## config.mk

```make
export PLATFORM = sky130hd
export DESIGN_NAME = histogram_distance_core
export DESIGN_NICKNAME = d
export VERILOG_FILES = /design/src/hw/rtl/hd_pkg.sv /design/src/hw/rtl/histogram_distance_core.sv
export SDC_FILE = /design/constraint.sdc
export NUM_CORES = 2
export LEC_CHECK = 0
export ABC_CLOCK_PERIOD_IN_PS = 10400
export BUFFER_PORTS_ARGS = -buffer_cell sky130_fd_sc_hd__clkbuf_2
export CAP_MARGIN = 10
export CORE_MARGIN = 2
export CORE_UTILIZATION = 50
export CTS_CLUSTER_SIZE = 14
export DETAILED_ROUTE_END_ITERATION = 10
export PLACE_DENSITY = 0.68
export SYNTH_ARGS = -nofsm -noshare
export SYNTH_HDL_FRONTEND = slang
export SYNTH_SLANG_ARGS = --single-unit
```

## constraint.sdc

```tcl
create_clock -name clk -period 10.4 [get_ports clk]
set_input_delay 0 -clock clk [delete_from_list [all_inputs] [get_ports clk]]
set_output_delay 0 -clock clk [all_outputs]
set_load 0.01 [all_outputs]
```

## src/hw/rtl/hd_pkg.sv

```systemverilog
`timescale 1ns / 1ps
// ----------------------------------------------------------------------------
// hd_pkg
// Types and constants shared by the histogram distance core: request and
// result structs, metric codes, accumulator widths and step counts.
// ----------------------------------------------------------------------------
package hd_pkg;

  localparam int BIN_W  = 16;   // width of one bin count on the port
  localparam int DIST_W = 36;   // distance, 16 fraction bits
  localparam int SSD_W  = 40;   // sum of squared differences
  localparam int SUM_W  = 24;   // per-histogram bin sum
  localparam int BC_W   = 32;   // sum of floor(sqrt(a*b))
  localparam int PROD_W = 64;   // shared multiplier product
  localparam int P_W    = 48;   // sum_first * sum_second
  localparam int UNIT_W = 49;   // shared compare/subtract unit
  localparam int RAD_W  = 72;   // root radicand shift register
  localparam int CNT_W  = 6;    // step counter

  // Root step counts (digit pairs) for each radicand, and the divide step count
  localparam logic [CNT_W-1:0] STEPS_BIN = 6'd16;  // a*b, 32 bits
  localparam logic [CNT_W-1:0] STEPS_EUC = 6'd36;  // ssd * 2^32, 72 bits
  localparam logic [CNT_W-1:0] STEPS_HS  = 6'd32;  // ratio * 2^64 (frac * 2^32), 64 bits
  localparam logic [CNT_W-1:0] STEPS_HD  = 6'd17;  // radicand, 34 bits
  localparam logic [CNT_W-1:0] STEPS_DIV = 6'd32;  // fraction bits of BC^2/P

  localparam logic METRIC_L2   = 1'b0;
  localparam logic METRIC_HELL = 1'b1;

  localparam logic STATUS_OK    = 1'b0;
  localparam logic STATUS_EMPTY = 1'b1;

  typedef struct packed {
    logic [BIN_W-1:0] bin_a;
    logic [BIN_W-1:0] bin_b;
    logic             last_bin;
  } hd_req_t;

  typedef struct packed {
    logic [DIST_W-1:0] distance;
    logic              status;
  } hd_rsp_t;

  // What the root sequence feeds when it finishes
  typedef enum logic [1:0] {
    RT_BIN = 2'd0,   // per-bin sqrt(a*b)
    RT_EUC = 2'd1,   // euclidean distance
    RT_HS  = 2'd2,   // hellinger ratio BC/sqrt(P)
    RT_HD  = 2'd3    // hellinger distance
  } hd_root_mode_t;

  typedef enum logic [11:0] {
    S_IDLE   = 12'b0000_0000_0001,
    S_MULAB  = 12'b0000_0000_0010,
    S_MULDD  = 12'b0000_0000_0100,
    S_ACC    = 12'b0000_0000_1000,
    S_ROOT   = 12'b0000_0001_0000,
    S_BCACC  = 12'b0000_0010_0000,
    S_FINAL  = 12'b0000_0100_0000,
    S_MULP   = 12'b0000_1000_0000,
    S_MULBC  = 12'b0001_0000_0000,
    S_DIVCHK = 12'b0010_0000_0000,
    S_DIV    = 12'b0100_0000_0000,
    S_SQS    = 12'b1000_0000_0000
  } hd_state_t;

endpackage

```

## src/hw/rtl/histogram_distance_core.sv

```systemverilog
`timescale 1ns / 1ps
// ----------------------------------------------------------------------------
// histogram_distance_core
// Euclidean or Hellinger distance of two histograms fed as paired bins, built
// around one 32x32 multiplier and one 49-bit compare/subtract unit.
// ----------------------------------------------------------------------------
//  channel   ports                      handshake
//  request   start, busy, req           taken when start & !busy
//  result    done, rsp                  one-cycle strobe, no back-pressure
//  config    cfg_write, cfg_wdata       metric_select, written on cfg_write
//
//  A bin pair holds busy through S_MULAB, S_MULDD and S_ACC, 16 root
//  steps on the shared compare/subtract unit and one update.
//  The last pair adds a square root (euclidean) or, for hellinger,
//  two products, 32 divide steps, a 32-step and a 17-step root.
//  Pairs past MAX_BINS are taken without accumulating.
//  Synchronous reset clears the accumulators and metric_select.
//  Results are never stalled; done may pulse while the next request is taken.
// ----------------------------------------------------------------------------
module histogram_distance_core
  import hd_pkg::*;
#(
  parameter int MAX_BINS = 256,
  parameter int BIN_BITS = 16
) (
  input  logic    clk,
  input  logic    rst,
  input  logic    start,
  output logic    busy,
  input  hd_req_t req,
  output logic    done,
  output hd_rsp_t rsp,
  input  logic    cfg_write,
  input  logic    cfg_wdata
);

  localparam int CW = $clog2(MAX_BINS + 1);
  localparam logic [CW-1:0] BIN_LIMIT = CW'(MAX_BINS);

  hd_state_t         state;
  hd_root_mode_t     mode;
  logic              metric_select;

  logic [SSD_W-1:0]  sum_sq_diff;
  logic [SUM_W-1:0]  sum_first;
  logic [SUM_W-1:0]  sum_second;
  logic [BC_W-1:0]   sum_root_products;
  logic [CW-1:0]     bins_seen;

  logic [BIN_W-1:0]  bin_mask;
  logic [BIN_W-1:0]  a_q;
  logic [BIN_W-1:0]  b_q;
  logic              last_q;
  logic [PROD_W-1:0] mul_out;
  logic [P_W-1:0]    p_q;
  logic [RAD_W-1:0]  rad;
  logic [DIST_W-1:0] root;
  logic [UNIT_W-1:0] rem;
  logic [BC_W-1:0]   frac;
  logic [CNT_W-1:0]  cnt;

  logic [31:0]       mul_x;
  logic [31:0]       mul_y;
  logic [BIN_W-1:0]  diff;
  logic [UNIT_W-1:0] unit_x;
  logic [UNIT_W-1:0] unit_y;
  logic [UNIT_W:0]   unit_full;
  logic              unit_ge;
  logic [UNIT_W-1:0] unit_sub;
  logic [DIST_W-1:0] root_new;
  logic [33:0]       hd_rad;
  logic [SSD_W:0]    ssd_sum;
  logic [SUM_W:0]    first_sum;
  logic [SUM_W:0]    second_sum;
  logic [BC_W:0]     bc_sum;
  logic              counting;

  always_comb begin
    for (int i = 0; i < BIN_W; i++) begin
      bin_mask[i] = (i < BIN_BITS);
    end
  end

  assign busy     = (state != S_IDLE);
  assign counting = (bins_seen < BIN_LIMIT);
  assign diff     = (a_q > b_q) ? (a_q - b_q) : (b_q - a_q);

  // Shared multiplier operands
  always_comb begin
    unique case (state)
      S_MULAB: begin
        mul_x = {16'd0, a_q};
        mul_y = {16'd0, b_q};
      end
      S_MULDD: begin
        mul_x = {16'd0, diff};
        mul_y = {16'd0, diff};
      end
      S_MULP: begin
        mul_x = {8'd0, sum_first};
        mul_y = {8'd0, sum_second};
      end
      default: begin
        mul_x = sum_root_products;
        mul_y = sum_root_products;
      end
    endcase
  end

  // Shared compare/subtract unit: root trial, divide step, ratio check
  always_comb begin
    unique case (state)
      S_ROOT: begin
        unit_x = {rem[UNIT_W-3:0], rad[RAD_W-1 -: 2]};
        unit_y = {11'd0, root, 2'b01};
      end
      S_DIV: begin
        unit_x = {rem[UNIT_W-2:0], 1'b0};
        unit_y = {1'b0, p_q};
      end
      default: begin
        unit_x = mul_out[UNIT_W-1:0];
        unit_y = {1'b0, p_q};
      end
    endcase
  end

  assign unit_full = {1'b0, unit_x} - {1'b0, unit_y};
  assign unit_ge   = !unit_full[UNIT_W];
  assign unit_sub  = unit_full[UNIT_W-1:0];
  assign root_new  = {root[DIST_W-2:0], unit_ge};

  // Hellinger radicand 2^32 - S, clamped at zero
  assign hd_rad = (root_new[DIST_W-1:32] != '0) ? 34'd0
                : (34'h1_0000_0000 - {2'b00, root_new[31:0]});

  assign ssd_sum    = {1'b0, sum_sq_diff} + {9'd0, mul_out[31:0]};
  assign first_sum  = {1'b0, sum_first} + {9'd0, a_q};
  assign second_sum = {1'b0, sum_second} + {9'd0, b_q};
  assign bc_sum     = {1'b0, sum_root_products} + {17'd0, root[15:0]};

  // Control and accumulators
  always_ff @(posedge clk) begin
    if (rst) begin
      state             <= S_IDLE;
      done              <= 1'b0;
      metric_select     <= METRIC_L2;
      sum_sq_diff       <= '0;
      sum_first         <= '0;
      sum_second        <= '0;
      sum_root_products <= '0;
      bins_seen         <= '0;
    end else begin
      done <= 1'b0;
      if (cfg_write) begin
        metric_select <= cfg_wdata;
      end
      unique case (state)
        S_IDLE: begin
          if (start) begin
            priority if (counting) begin
              state <= S_MULAB;
            end else if (req.last_bin) begin
              state <= S_FINAL;
            end
          end
        end
        S_MULAB:  state <= S_MULDD;
        S_MULDD:  state <= S_ACC;
        S_ACC: begin
          sum_sq_diff <= ssd_sum[SSD_W] ? '1 : ssd_sum[SSD_W-1:0];
          sum_first   <= first_sum[SUM_W] ? '1 : first_sum[SUM_W-1:0];
          sum_second  <= second_sum[SUM_W] ? '1 : second_sum[SUM_W-1:0];
          state       <= S_ROOT;
        end
        S_ROOT: begin
          if (cnt == 6'd1) begin
            unique case (mode)
              RT_BIN:  state <= S_BCACC;
              RT_HS:   state <= S_ROOT;
              default: state <= S_IDLE;
            endcase
            if (mode == RT_EUC || mode == RT_HD) begin
              done              <= 1'b1;
              sum_sq_diff       <= '0;
              sum_first         <= '0;
              sum_second        <= '0;
              sum_root_products <= '0;
              bins_seen         <= '0;
            end
          end
        end
        S_BCACC: begin
          sum_root_products <= bc_sum[BC_W] ? '1 : bc_sum[BC_W-1:0];
          bins_seen         <= bins_seen + 1'b1;
          state             <= last_q ? S_FINAL : S_IDLE;
        end
        S_FINAL: begin
          priority if (metric_select == METRIC_L2) begin
            state <= S_ROOT;
          end else if (sum_first == '0 || sum_second == '0) begin
            state <= S_IDLE;
          end else begin
            state <= S_MULP;
          end
          if (metric_select == METRIC_HELL &&
              (sum_first == '0 || sum_second == '0)) begin
            done              <= 1'b1;
            sum_sq_diff       <= '0;
            sum_first         <= '0;
            sum_second        <= '0;
            sum_root_products <= '0;
            bins_seen         <= '0;
          end
        end
        S_MULP:   state <= S_MULBC;
        S_MULBC:  state <= S_DIVCHK;
        S_DIVCHK: begin
          // ratio of one or more: radicand is not positive, distance 0
          if (mul_out[PROD_W-1:UNIT_W] != '0 || unit_ge) begin
            state             <= S_IDLE;
            done              <= 1'b1;
            sum_sq_diff       <= '0;
            sum_first         <= '0;
            sum_second        <= '0;
            sum_root_products <= '0;
            bins_seen         <= '0;
          end else begin
            state <= S_DIV;
          end
        end
        S_DIV: begin
          if (cnt == 6'd1) begin
            state <= S_SQS;
          end
        end
        S_SQS:    state <= S_ROOT;
        default:  state <= S_IDLE;
      endcase
    end
  end

  // Datapath registers
  always_ff @(posedge clk) begin
    if (state == S_IDLE && start) begin
      a_q    <= req.bin_a & bin_mask;
      b_q    <= req.bin_b & bin_mask;
      last_q <= req.last_bin;
    end
    if (state == S_MULAB || state == S_MULDD || state == S_MULP || state == S_MULBC) begin
      mul_out <= mul_x * mul_y;
    end
    if (state == S_MULBC) begin
      p_q <= mul_out[P_W-1:0];
    end

    unique case (state)
      S_MULDD: begin
        rad  <= {mul_out[31:0], 40'd0};
        root <= '0;
        rem  <= '0;
        cnt  <= STEPS_BIN;
        mode <= RT_BIN;
      end
      S_FINAL: begin
        rad  <= {sum_sq_diff, 32'd0};
        root <= '0;
        rem  <= '0;
        cnt  <= STEPS_EUC;
        mode <= RT_EUC;
        rsp.distance <= '0;
        rsp.status   <= (metric_select == METRIC_HELL) ? STATUS_EMPTY : STATUS_OK;
      end
      S_DIVCHK: begin
        rem  <= mul_out[UNIT_W-1:0];
        frac <= '0;
        cnt  <= STEPS_DIV;
        rsp.distance <= '0;
        rsp.status   <= STATUS_OK;
      end
      S_DIV: begin
        rem  <= unit_ge ? unit_sub : {rem[UNIT_W-2:0], 1'b0};
        frac <= {frac[BC_W-2:0], unit_ge};
        cnt  <= cnt - 1'b1;
      end
      S_SQS: begin
        rad  <= {frac, 40'd0};
        root <= '0;
        rem  <= '0;
        cnt  <= STEPS_HS;
        mode <= RT_HS;
      end
      S_ROOT: begin
        if (cnt == 6'd1 && mode == RT_HS) begin
          // hand the radicand 2^32 - S over to the final root
          rad  <= {hd_rad, 38'd0};
          root <= '0;
          rem  <= '0;
          cnt  <= STEPS_HD;
          mode <= RT_HD;
        end else begin
          rad  <= {rad[RAD_W-3:0], 2'b00};
          root <= root_new;
          rem  <= unit_ge ? unit_sub : {rem[UNIT_W-3:0], rad[RAD_W-1 -: 2]};
          cnt  <= cnt - 1'b1;
        end
        if (cnt == 6'd1 && (mode == RT_EUC || mode == RT_HD)) begin
          rsp.distance <= root_new;
          rsp.status   <= STATUS_OK;
        end
      end
      default: begin
        rad <= rad;
      end
    endcase
  end

  // Checks
  a_onehot_state: assert property (@(posedge clk) disable iff (rst)
    $onehot(state))
    else $error("state register is not one-hot");

  a_done_idle: assert property (@(posedge clk) disable iff (rst)
    done |-> !busy)
    else $error("result strobe while still busy");

  a_status_zero: assert property (@(posedge clk) disable iff (rst)
    (done && rsp.status == STATUS_EMPTY) |-> (rsp.distance == '0))
    else $error("empty histogram result carries a distance");

  a_last_busy: assert property (@(posedge clk) disable iff (rst)
    (start && !busy && req.last_bin) |=> busy)
    else $error("last bin pair did not start the final sequence");

  a_bins_bound: assert property (@(posedge clk) disable iff (rst)
    bins_seen <= BIN_LIMIT)
    else $error("bin counter passed MAX_BINS");

endmodule
```

==> summary.txt <==
Status - completed
Cell Area, Synth - 0.06264 mm2
Async set or reset register ratio after synthesis - 0
RSZ-0062 raised after global routing - true
Layout Nets - 8699
Syn Nets - 8321
Synth cell types - 100
Crit path max-delay cell type - fa_1
Global-route wire length before repair - 331000 um
Seq pwr share - 0.413
Slew @ Worst Pin - 1414 ps
Row cnt - 129
Area growth from synthesis to layout - 14.73%
Antenna viol nets, final - 0
Layout cells sized above 1 - 0.1358
Wire per inst - 24.63 um
Fin crit share - 0.9876
Combinational Power Share - 0.204
Die Y - 357.9 um
Setup TNS - 0 ps
Post-synth top area cell - fa_1
Largest net degree at the start of global routing - 66
Max H-tree Level - 2
Clk buf depth - 3
Crit path DAT - 10680 ps
Top-area cell type share of the netlist area - 0.2851
Minimum clock period - 10270 ps
Register area - 0.01325 mm2
Area contributors post-synth - fa_1 29%, edfxtp_1 17%, ha_1 8.4%, inv_1 6.8%, dfxtp_1 4.6%
Slew margin rel. - 0.05723
Grt met2 use - 0.5193
Fill cell count - 10940
Placed instance area - 0.06830 mm2
Clock Skews - 36.30 ps
WL final - 222500 um
IO buf count - 76
Vias/cell - 5.980
Avg Inst Size Synth - 8.987 um2
Residual DRC - 0
Worst Setup SP - a_q[0]
Die Area - 0.1281 mm2
Main synth FF type - edfxtp_1
Post-synth EDFFs - 346
Xor and xnor area share after synthesis - 0.03006
Critical Path RT - 10810 ps
PwrDens - 72.83 mW/mm2
Cell count after synthesis - 6970
Post-DP HPWL - 175100 um
# IOs - 77
Final setup viols - 0
Seq/Total Area, Yosys - 0.2116
Crit Path Max Fanout - 5
DR iter-0 viols - 6269
Placed cell count - 8851
Final WS setup - 129.3 ps
Synthesized flop and latch total - 489
Vias - 54020
Simple logic cell fraction of the synthesized area - 0.1529
Clk slew on worst S/H paths - 70 ps
Adder-cell share of the synthesized area - 0.3692
Initial core utilization - 0.5053
GRT Max-Usage Layer - met2
Total GRT Usage - 0.3439
Clk pwr share - 0.383
Synth warn - 0
Pre-antenna DRT Iters - 6
Pre-CTS setup slack - -420.9 ps
Multiplexer area fraction after synthesis - 0.002777
Die Width - 357.9 um
Final Slew Violations - 0
CTS tree - done
Worst r2r dst - mul_out[60]
Clk root buf - clkbuf_16
Overflow after GRT - 0
Sink Count - 489
Worst path max stage delay - 510 ps
PnR Total Power - 5.234 mW
Core Util, Final - 0.5797
Num CTS Buffers - 54
NetSw - 1.554 mW
Min Hold Slack - 87.05 ps
Net Sw Frac - 0.2969
Vias in the first global route - 53510
P_int - 3.680 mW
Largest family of logic cells by synthesized area - adder cells
Clock Latency Late Sink - 650 ps
Leak Pwr - 34.02 nW
Max VDD drop - 0.1244 mV
Worst hold-check path type - input port to flip-flop
CP most frequent cell - fa_1
Fmax - 97.36 MHz
Crit end category - flip-flop
Critical Path Sink - mul_out[60]
Worst Setup Start Kind - flip-flop
Hold Vio Cnt, Final - 0
Setup CP Type - flip-flop to flip-flop
Compound-gate portion of the synthesized area - 0.1413
GPL Wtd Cong - 1.030
Multi-input gate area - 0.04472 mm2
Grt met1 use - 0.4652
Fin cells - 9034
R2R cell count - 44
# Max-Cap Violations - 0
FF-to-FF Start - a_q[0]
Met3 usage - 0.09664
Initial antenna violation count - 4
Area of the core - 0.1240 mm2
Flop-to-flop setup slack - 130 ps
Design Area, Final - 0.07186 mm2
## final cells by class
type | count | share of cell area
Timing Repair Buffer | 687 | 0.07981
Multi-Input combinational cell | 4976 | 0.6223
Clock buffer | 68 | 0.02068
Sequential cell | 489 | 0.1844
Clock inverter | 34 | 0.004614
Tap cell | 1637 | 0.02850
Inverter | 1140 | 0.05955
Antenna cell | 3 | 0.0001045
## worst max-delay path, delay by kind of cell, from the launching register on
kind                       cells  cell delay, ps
adders and majority gates     11            4650
and+or+nand+nor                2             330
buffers and inverters         13            1460
xor gates and xnor gates       2             290
DFF                            1             410
AOI/OAI and AO/OA             16            2900
## registers in the layout, summed over array words and instances, names as in the netlist, 2 cells and up
| register | flops |
|---|---|
| mul_out | 64 |
| p_q | 48 |
| rem | 48 |
| rad | 40 |
| sum_sq_diff | 40 |
| rsp | 37 |
| root | 36 |
| frac | 32 |
| sum_root_products | 32 |
| sum_first | 24 |
| sum_second | 24 |
| a_q | 16 |
| b_q | 16 |
| state | 12 |
| bins_seen | 9 |
| cnt | 6 |
| mode | 2 |
## metal layers
layer,wire length (um),share of wire
met1,87690,0.39
met2,95720,0.43
met3,27200,0.12
met4,11810,0.053
met5,47,0.00021
## cells in the final DEF (no fill, tap or decap), types with 45 or more instances in the layout
cell type,Yosys,final
xnor2_1,145,139
edfxtp_1,346,346
nand2_1,735,727
xor2_1,70,69
a21oi_1,443,417
inv_1,1138,1121
nand3_1,80,77
and3_1,176,168
nand4_1,45,45
a21o_1,146,146
a22o_1,46,45
a31oi_1,50,46
buf_4,10,506
and2_1,73,71
clkbuf_2,0,76
a22oi_1,95,93
clkbuf_16,0,60
o21ai_0,248,224
nand2b_1,65,65
dfxtp_1,143,142
nor2_1,595,584
nor3_1,119,115
ha_1,421,406
fa_1,892,856
## what timing repair did
action                                  4_1_cts  5_1_grt
hold endpoints to repair                     49        0
pin swaps                                    18      124
resized for setup                            45      210
endpoints found under the setup margin       16       34
buffers inserted                              5       35
hold buffers                                 37        0
gates cloned                                  0        4
## synth_stat cells (22+ instances only)
master    count
a21oi_1     443
a211oi_1     30
buf_2        73
dfxtp_1     143
a221oi_1     24
o21ai_0     248
nand2_1     735
a31oi_1      50
nand4_1      45
o211ai_1     35
o21a_1       32
edfxtp_1    346
nor3_1      119
and3_1      176
a22o_1       46
xnor2_1     145
nand2b_1     65
nand3_1      80
nor2_1      595
nor4_1       32
a21o_1      146
and2_1       73
or3_1        27
ha_1        421
xor2_1       70
or2_2        27
inv_1      1138
clkbuf_1    267
fa_1        892
a311oi_1     22
nor2b_1      31
o21bai_1     23
a22oi_1      95
## worst min-delay path by stage
stage,startpoint,to,cells past startpoint
floorplan,req[17],a_q[0],0
global placement,req[16],b_q[15],1
detailed placement,req[32],a_q[15],1
CTS,req[5],b_q[4],2
global route,req[5],b_q[4],2
finish,req[5],b_q[4],2
## power groups by stage
stage | sequential [mW] | combinational (mW) | clock [mW]
finish | 2.16 | 1.07 | 2.00
detailed placement | 2.20 | 0.946 | 0
global placement | 2.20 | 0.940 | 0
floorplan | 2.19 | 0.514 | 0
global route | 2.16 | 1.14 | 2.10
CTS | 2.16 | 0.982 | 2.02
## cell families (layout without fill, tap and decap cells)
| logic type | count (synthesis) | in the layout |
|---|---|---|
| AO/OA/AOI/OAI | 1358 | 1358 |
| XOR/XNOR | 215 | 215 |
| AND/OR/NAND/NOR | 2073 | 2073 |
| multiplexers | 17 | 17 |
| other | 0 | 3 |
| flip-flops | 489 | 489 |
| buffers and inverters | 1505 | 1929 |
| adder cells (fa/ha/maj) | 1313 | 1313 |
Note: power is estimated with default switching activity, not from simulation.
